[src/ess_pkg.sv]
package ess_pkg;

   // configuration register widths and address map
   localparam int START_BITS = 47;
   localparam int RATIO_BITS = 48;
   localparam int LEN_BITS   = 25;
   localparam int CSR_DATA_BITS = 64;
   localparam int CSR_ADDR_BITS = 5;
   localparam int CSR_IDX_LSB   = 3;

   localparam logic [1:0] REG_START = 2'd0;
   localparam logic [1:0] REG_RATIO = 2'd1;
   localparam logic [1:0] REG_LEN   = 2'd2;

   localparam logic [START_BITS-1:0] START_RST = '0;
   localparam logic [RATIO_BITS-1:0] RATIO_RST = 48'h8000_0000_0000;
   localparam logic [LEN_BITS-1:0]   LEN_RST   = 25'd48000;

   // item widths
   localparam int REQ_DATA_BITS = 8;
   localparam int INDEX_BITS    = 24;
   localparam int FQ_DEPTH      = 2;

   localparam logic [63:0] HALF_PI_Q61 = 64'h3243_F6A8_885A_308D;

   typedef struct packed {
      logic [START_BITS-1:0] start_increment;
      logic [RATIO_BITS-1:0] growth_ratio;
      logic [LEN_BITS-1:0]   sweep_length;
   } cfg_type;

   typedef struct packed {
      logic valid;
      logic restart;
   } fq_type;

   function automatic logic [63:0] mul_q61(logic [63:0] a, logic [63:0] b);
      logic [127:0] p;
      p = 128'(a) * 128'(b);
      return p[124:61];
   endfunction

   // shift-and-subtract divide, only evaluated while building the sine table
   function automatic logic [63:0] udiv64(logic [63:0] num, logic [63:0] den);
      logic [64:0] rem;
      logic [63:0] quo;
      rem = '0;
      quo = '0;
      for (int i = 63; i >= 0; i--) begin
         rem = {rem[63:0], num[i]};
         if (rem >= {1'b0, den}) begin
            rem = rem - {1'b0, den};
            quo[i] = 1'b1;
         end
      end
      return quo;
   endfunction

   // quarter-wave sine entry, Q61 Taylor series, rounded half up
   function automatic logic [31:0] quarter_value(int unsigned j, int unsigned qshift,
                                                 int unsigned sbits);
      logic [63:0] x, x2, term, sum, amp, sh, sl, t, lmask, div;
      int          k;
      lmask = (64'd1 << qshift) - 64'd1;
      x = (HALF_PI_Q61 >> qshift) * 64'(j) + (((HALF_PI_Q61 & lmask) * 64'(j)) >> qshift);
      x2 = mul_q61(x, x);
      term = x;
      sum = x;
      for (k = 1; k <= 30; k++) begin
         if (term != 64'd0) begin
            div = 64'((2 * k) * (2 * k + 1));
            term = udiv64(mul_q61(term, x2), div);
            if ((k & 1) != 0) begin
               sum = sum - term;
            end else begin
               sum = sum + term;
            end
         end
      end
      amp = (64'd1 << (sbits - 1)) - 64'd1;
      sh = sum >> 32;
      sl = sum & 64'hFFFF_FFFF;
      t = amp * sh + ((amp * sl) >> 32) + (64'd1 << 28);
      return 32'(t >> 29);
   endfunction

endpackage

[src/ess_front.sv]
module ess_front (
   input  logic                                 clock,
   input  logic                                 reset,
   input  logic                                 req_tvalid,
   output logic                                 req_tready,
   input  logic [ess_pkg::REQ_DATA_BITS-1:0]    req_tdata,   // [0] restart
   output ess_pkg::fq_type                      fq,
   input  logic                                 fq_pop
);
   import ess_pkg::*;

   localparam int CNT_BITS = $clog2(FQ_DEPTH + 1);
   localparam int PTR_BITS = $clog2(FQ_DEPTH);

   logic                ent_ff [FQ_DEPTH];
   logic [PTR_BITS-1:0] wr_ptr_ff, wr_ptr_in;
   logic [PTR_BITS-1:0] rd_ptr_ff, rd_ptr_in;
   logic [CNT_BITS-1:0] cnt_ff, cnt_in;
   logic                push;
   logic                pop;

   assign req_tready = (cnt_ff != CNT_BITS'(FQ_DEPTH));
   assign push = req_tvalid & req_tready;
   assign pop = fq_pop & fq.valid;

   assign fq.valid = (cnt_ff != '0);
   assign fq.restart = ent_ff[rd_ptr_ff];

   always_comb begin
      wr_ptr_in = push ? wr_ptr_ff + 1'b1 : wr_ptr_ff;
      rd_ptr_in = pop ? rd_ptr_ff + 1'b1 : rd_ptr_ff;
      cnt_in = cnt_ff;
      if (push & !pop) begin
         cnt_in = cnt_ff + 1'b1;
      end else if (pop & !push) begin
         cnt_in = cnt_ff - 1'b1;
      end
   end

   always_ff @(posedge clock) begin
      if (reset) begin
         wr_ptr_ff <= '0;
         rd_ptr_ff <= '0;
         cnt_ff <= '0;
      end else begin
         wr_ptr_ff <= wr_ptr_in;
         rd_ptr_ff <= rd_ptr_in;
         cnt_ff <= cnt_in;
      end
   end

   always_ff @(posedge clock) begin
      if (push) begin
         ent_ff[wr_ptr_ff] <= req_tdata[0];
      end
   end

endmodule

[config.mk]
export PLATFORM = sky130hd
export DESIGN_NAME = ess_front
export DESIGN_NICKNAME = d
export VERILOG_FILES = /design/src/ess_pkg.sv /design/src/ess_front.sv
export SDC_FILE = /design/constraint.sdc
export NUM_CORES = 1
export LEC_CHECK = 0
export ABC_AREA = 1
export BUFFER_PORTS_ARGS = -buffer_cell sky130_fd_sc_hd__buf_2
export CORE_MARGIN = 1.5
export CORE_UTILIZATION = 25
export CTS_BUF_LIST = sky130_fd_sc_hd__clkbuf_8
export DETAILED_ROUTE_END_ITERATION = 7
export GPL_TIMING_DRIVEN = 0
export PLACE_DENSITY_LB_ADDON = 0.2
export SYNTH_ARGS = -nofsm -noshare
export SYNTH_HDL_FRONTEND = slang
export SYNTH_SLANG_ARGS = --single-unit
[constraint.sdc]
create_clock -name clock -period 1.1 [get_ports clock]
set_input_delay 0.33 -clock clock [delete_from_list [all_inputs] [get_ports clock]]
set_output_delay 0.33 -clock clock [all_outputs]
set_load 0.02 [all_outputs]
### After elaboration in Yosys (flattened, before gate mapping)

Memories as Yosys holds them, arrays and structs flattened. A register that Yosys moved wholly into a read port is not among the register bits.
Cells that the tools add are included.

| storage, ports and cells | value |
|---|---|
| logic and storage cells | 23 |
| RAM bits | 2 |
| latch bits | 0 |
| memories | 1 |
| memory bits (read-only) | 0 |
| input bits | 12 |
| bits in registers | 4 |

Memories:

| memory | depth | bits a word | read ports | clocked after Yosys merged registers in | write ports | line | RTL |
|---|---|---|---|---|---|---|---|
| ent_ff | 2 | 1 | 1 | 1 | 1 | ess_front.sv:15 | `logic ent_ff [FQ_DEPTH];` |

| operators by class | value |
|---|---|
| reduce and logical (&&, ||, !) cells | 4 |
| div/mod/pow operators | 0 |
| bitwise operators | 4 |
| $lt $le $gt $ge | 0 |
| muxes and demuxes | 6 |
| multiply operators | 0 |
| shifts and indexed selects | 0 |
| eq/ne operators | 1 |
| $add $sub $neg | 4 |

Operator list:

| cell | number |
|---|---|
| AND 1 bit | 4 |
| 2-to-1 mux 1 bit | 4 |
| 2-to-1 mux 2 bit | 2 |
| nonzero test 2 bit | 2 |
| adder 1 bit (second input constant) | 2 |
| adder 2 x 1 -> 2 bit (second input constant) | 1 |
| zero test 1 bit | 2 |
| != test 2 bit (second input constant) | 1 |
| subtractor 2 x 1 -> 2 bit (second input constant) | 1 |

### Logic depth before layout (Yosys ltp)

Gate-level depths: netlist of run 1.

| depth | value |
|---|---|
| depth in word-level cells | 6 |
| depth in mapped cells | 11 |

### Least setup slack after synthesis of run 1

No wires, ideal clock.

| timing | value |
|---|---|
| path kind | register to register |
| from | reg cnt_ff[0] |
| to | reg cnt_ff[1] |
| buffers on the path | 0 |
| period minus slack after synthesis | 1.296 ns |
| stages on the path, launching flop included | 11 |
| setup slack | -0.196 ns |
| arrival | 1.233 ns |
| library setup time | 0.064 ns |
| cells stage by stage | dfxtp_1 -> inv_2 -> nand2_2 -> nand2_4 -> clkinv_2 -> ha_1 -> inv_1 -> nand3_1 -> nand2_1 -> inv_1 -> nor2_1 |

| on the way | value |
|---|---|
| cells in the longest elaborated chain, start to end | 5 |

Ends and longest elaborated chain:

| what | line | RTL |
|---|---|---|
| start, declared | ess_front.sv:18 | `logic [CNT_BITS-1:0] cnt_ff, cnt_in;` |
| start signal, assigned | ess_front.sv:48 | `cnt_ff <= cnt_in;` |
| != test 2 bit (*) | ess_front.sv:22 | `assign req_tready = (cnt_ff != CNT_BITS'(FQ_DEPTH));` |
| via req_tready | ess_front.sv:5 | `output logic req_tready,` |
| AND 1 bit (*) | ess_front.sv:23 | `assign push = req_tvalid & req_tready;` |
| via push | ess_front.sv:19 | `logic push;` |
| zero test 1 bit | ess_front.sv:35 | `end else if (pop & !push) begin` |
| AND 1 bit | ess_front.sv:35 |  |
| nonzero test 2 bit (no source line) | n/a |  |

Mark *: on every way through the listed nets, which the timed path passes. The rest lies on a longest branch. The select of a mux whose other input is x is not followed.
A chain may end at the register's enable or synchronous reset.

==> results.toml, run 1 <==
[clocking]
cts.sinks = 7
cts_buffers = 3
clkLatencyLatePin_ns = 0.23
cts_tree = "yes"
clockBufferDepth = 2
htree_levels = 1
root_buffer = "clkbuf_8"
clkSlewWorstSetupHoldPaths_ns = 0.04

[die]
num_io_pins = 15
die_h_um = 39.0
rows = 12
dieArea_um2 = 1520
coreArea_um2 = 1160
start_util_pct = 28.0
dieWidth_um = 39.0

[worst_setup_path]
endpoint_kind = "output pin"
crit_path_start_kind = "flip-flop"
timing_worst_setup_path_type = "reg -> out"
cp.required_ns = 0.77
r2r_slack_ns = -0.08
crit_end = "fq[0]"
critPathArrivalTime_ns = 0.98
worstRegToRegCells = 10
r2r_end = "cnt_ff[1]$_SDFFE_PP0P_"
cp-startpoint = "ent_ff[1]$_DFFE_PP_"
cp_max_fo = 1
timing.rr.start = "cnt_ff[0]$_SDFFE_PP0P_"

[grt]
grt_antenna_before_repair = 0
grt_overflow = 0
busiest_layer = "met2"
grtUsageTotal_pct = 13.7
grt_pass1_vias = 291
grtUsageMet3_pct = 12.1
grt_start_max_net_pins = 5
grt_util_met2_pct = 19.6
met1_usage_pct = 12.0
grt_pass1_wl_um = 1200

[cells_and_area]
syn_to_final_growth_pct = 61.0
multi_input_area_um2 = 170
final_util_pct = 45.1
final_area_um2 = 522
fin_cells = 69
ff_latch_area_um2 = 165
fin_nets = 69
diodes = 0
layout-drive-gt1-share_pct = 50.9
num-fill-cells = 119

[pwr]
p_leak_nw = 0.248
finalPower_mw = 1.53
powerDensity_nw_per_um2 = 2930
vdd_drop_max_v = 0.00120

[run]
drv_cap = 0

[sta]
fmax_ghz = 0.763
hold_viol = 0
rsz0062_at_grt = "true"
slew_headroom_pct = 89.1
clock-skew-final_ns = 0.000603
tightest_slew_ns = 0.163
setup_viol = 4
worst_slack_ns = -0.211
hold_ws_ns = 0.294
fin_crit_sh_pct = 119
post-route-min-period_ns = 1.31
slew_viol_final = 0
finalSetupTns_ns = -0.405

[logic_synthesis]
yosysSeqAreaShare_pct = 49.4
yosysWarnings = 0
yosysMostFrequentCell = "nor2_1"
synth_area_leader_cell = "dfxtp_1"
syn_nets = 53
synth_cells = 40
yosys_register_bits = 7
synth_cell_types = 15
async_flop_share_pct = 0
netlist.area_leader.share_pct = 30.9
avgSynthCellArea_um2 = 8.10
yosys-top-cells-count = "7 x nor2_1, 6 x inv_1, 6 x nand2_1, 5 x dfxtp_1"
synth_edf_count = 2
synth_area_um2 = 324
synthFlopType = "dfxtp_1"
synthTopCellsByArea = "dfxtp_1 31%, edfxtp_1 19%, nor2_1 8.1%"

[place]
place_ws_ns = -0.109
place_area_um2 = 415
dpl.hpwl_um = 436
gp_congestion = 0.646
io_buffers = 7
dp.cells = 61

[run_status]
status = "finished, violations left"
violations = "setup timing"

[detailed_routing]
dr.pass1.iters = 4
ant_nets = 0
via_per_inst = 4.25
routedWlPerCell_um = 9.26
drt_iter0_markers = 5
num_vias = 293
finalWirelength_um = 639
remaining_drc_errors = 0

[min_path]
hold_class = "in -> reg"
==> routing by layer <==
metal / wire, um / vias to the layer above
met3: 56 / 2
met2: 318 / 8
li1: - / 156
met5: 0 / -
met4: 8 / 0
met1: 255 / 127
==> how the worst min path moves through the flow <==
stage                            from  slack [ns]                     end  depth (start not counted)
6_report                 req_tdata[0]        0.29     ent_ff[1]$_DFFE_PP_                          1
5_1_grt                  req_tdata[0]        0.28     ent_ff[1]$_DFFE_PP_                          1
4_1_cts                  req_tdata[0]        0.28     ent_ff[1]$_DFFE_PP_                          1
3_5_place_dp   rd_ptr_ff$_SDFFE_PP0P_        0.49  rd_ptr_ff$_SDFFE_PP0P_                          2
3_3_place_gp   rd_ptr_ff$_SDFFE_PP0P_        0.49  rd_ptr_ff$_SDFFE_PP0P_                          2
2_1_floorplan            req_tdata[0]        0.43     ent_ff[0]$_DFFE_PP_                          0
==> worst max-delay path, stage by stage, from the launching register on <==
cell and delay [ns]:
edfxtp_1 0.35, mux2_4 0.27, buf_6 0.13
==> placed cells by master (no fill, tap or decap) <==
cell type  n
dfxtp_2    1
inv_1      5
clkinv_4   1
buf_6      3
nand4_1    1
o21ai_2    1
buf_4      4
mux2_4     1
nor2_1     7
dfxtp_4    1
edfxtp_1   2
nand2_2    1
ha_4       1
dfxtp_1    3
a21oi_1    2
nand3_2    1
inv_4      2
nand2_1    5
nand3_1    1
clkbuf_8   3
o21ai_0    1
inv_2      1
nand2_4    3
buf_2      4
==> kinds of logic (layout without fill, tap and decap cells) <==
family	count (synthesis)	after routing	share of synthesized area (%)
AOI/OAI and AO/OA	4	4	6.18
DFF	7	7	49.4
muxes	1	1	3.47
and+or+nand+nor	19	19	27.4
adders and majority gates	1	1	3.86
buffers and inverters	8	23	9.65
==> report_power, final <==
part	leakage (nW)	switching (mW)	internal (mW)	total [mW]
logic	0.160	0.383	0.369	0.752
registers	0.0610	0.0633	0.357	0.420
clock network	0.0269	0.116	0.242	0.358
total	0.248	0.563	0.968	1.53
==> timing repair <==
action,in CTS,in global routing
resized for setup,11,1
pin swaps,2,2
hold buffers,0,0
cloned,0,0
setup endpoints to repair,5,5
buffers inserted,2,2
==> area by class of cell <==
type                    instances  share of cell area [%]
clock inverters                 1                   0.719
inverters                       8                    7.67
well taps                      14                    3.36
repair buffers                 11                    16.1
flip-flops and latches          7                    31.7
multi-input cells              25                    32.6
clock buffers                   3                    7.91
Note: power is estimated with default switching activity, not from simulation.
==> run 2, diff against run 1 <==
Settings changed: RECOVER_POWER set to 50.
==> run 2 against run 1 <==
  * The flow still finishes with violations (setup timing)
  * Highest routed layer unchanged
  * Worst setup slack is essentially flat
  * Clock-buffer cell count stayed put
  * Critical endpoint unchanged
  * Sequential power shrank 1%
==> results.toml, run 2 (synthesized netlist as in run 1, its figures left out) <==
[grt]
grt_start_max_net_pins = 5
grt_pass1_vias = 291
grt_antenna_before_repair = 0
grt_overflow = 0
grt_pass1_wl_um = 1200
grtUsageTotal_pct = 13.7

[clocking]
clockBufferDepth = 2
root_buffer = "clkbuf_8"
cts.sinks = 7
htree_levels = 1
cts_buffers = 3
cts_hold_buf = 0
clkSlewWorstSetupHoldPaths_ns = 0.04
cts_tree = "yes"
clkLatencyLatePin_ns = 0.23

[sta]
slew_viol_final = 0
post-route-min-period_ns = 1.31
slew_headroom_pct = 89.1
fin_crit_sh_pct = 119
rsz0062_at_grt = "true"
fmax_ghz = 0.763
tightest_slew_ns = 0.163
worst_slack_ns = -0.210
hold_ws_ns = 0.295
setup_viol = 4
hold_viol = 0
clock-skew-final_ns = 0.00115

[cells_and_area]
final_area_um2 = 519
fin_cells = 69
syn_to_final_growth_pct = 60.2
fin_nets = 69
num-fill-cells = 119
diodes = 0
mostFrequentLayoutCells = "7 x nor2_1, 5 x inv_1, 5 x nand2_1, 4 x buf_2, 4 x buf_4"
final_util_pct = 44.9
layout-drive-gt1-share_pct = 50.9
final_common_cell = "nor2_1"

[die]
dieArea_um2 = 1520
dieWidth_um = 39.0
rows = 12
coreArea_um2 = 1160
num_io_pins = 15
start_util_pct = 28.0
die_h_um = 39.0

[place]
dpl.hpwl_um = 436
io_buffers = 7
place_ws_ns = -0.109
dp.cells = 61
gp_congestion = 0.646
place_area_um2 = 415

[worst_setup_path]
critPathArrivalTime_ns = 0.98
timing_worst_setup_path_type = "reg -> out"
crit_path_start_kind = "flip-flop"
cp.required_ns = 0.77
cp_max_fo = 1
endpoint_kind = "output pin"

[detailed_routing]
routedWlPerCell_um = 9.25
drt_iter0_markers = 5
remaining_drc_errors = 0
dr.pass1.iters = 4
num_vias = 294
finalWirelength_um = 638
ant_nets = 0
via_per_inst = 4.26

[pwr]
powerDensity_nw_per_um2 = 2930
p_leak_nw = 0.248
vdd_drop_max_v = 0.00120

[run_status]
violations = "setup timing"
status = "finished, violations left"

[min_path]
hold_class = "in -> reg"

[run]
drv_cap = 0
==> run 2: cell counts in the layout (fill, tap and decap cells not counted) <==
No cell type changed its count.
==> run 2: final timing paths <==
check | start | endpoint | slack [ns] | cells after the start
max | ent_ff[1]$_DFFE_PP_ | fq[0] | -0.21 | 2
min | req_tdata[0] | ent_ff[1]$_DFFE_PP_ | 0.29 | 1
max reg2reg | cnt_ff[0]$_SDFFE_PP0P_ | cnt_ff[1]$_SDFFE_PP0P_ | -0.08 | 10
min reg2reg | rd_ptr_ff$_SDFFE_PP0P_ | rd_ptr_ff$_SDFFE_PP0P_ | 0.50 | 2
==> run 2: where the power goes <==
part           switching, mW  internal, mW
Clock                  0.117         0.242
Combinational          0.383         0.368
Sequential            0.0637         0.350
==> run 2: routing by layer <==
layer  vias to the layer above  GRT usage, %  wire length [um]
li1                        155             -                 -
met1                       129          12.0               251
met2                         8          19.6               321
met3                         2          12.1                56
met4                         0          10.3                 8
met5                         -             0                 0
==> run 2: cell type report <==
cell class,count,area [um2],area share (%)
sequential,7,163,31.3
timing repair buffer,11,83.8,16.1
multi-input combinational,25,170,32.8
tap,14,17.5,3.37
clock inverter,1,3.75,0.723
clock buffer,3,41.3,7.95
inverter,8,40.0,7.71
==> run 2: what timing repair did <==
item,CTS,global route
gates resized for setup,11,1
setup buffers,2,2
pin swaps,2,2
endpoints found under the setup margin,5,5
==> run 2: critical path, cell delays in order, from the launching register on <==
cell      delay (ns)
edfxtp_1        0.35
mux2_4          0.27
buf_6           0.13
==> run 2: stage by stage <==
stage | setup TNS (ns) | total power, mW
5_1_grt | -0.695 | 1.66
3_3_place_gp | -0.154 | 0.965
3_5_place_dp | -0.170 | 0.969
4_1_cts | -0.462 | 1.48
2_1_floorplan | -0.125 | 0.849
6_report | -0.431 | 1.52
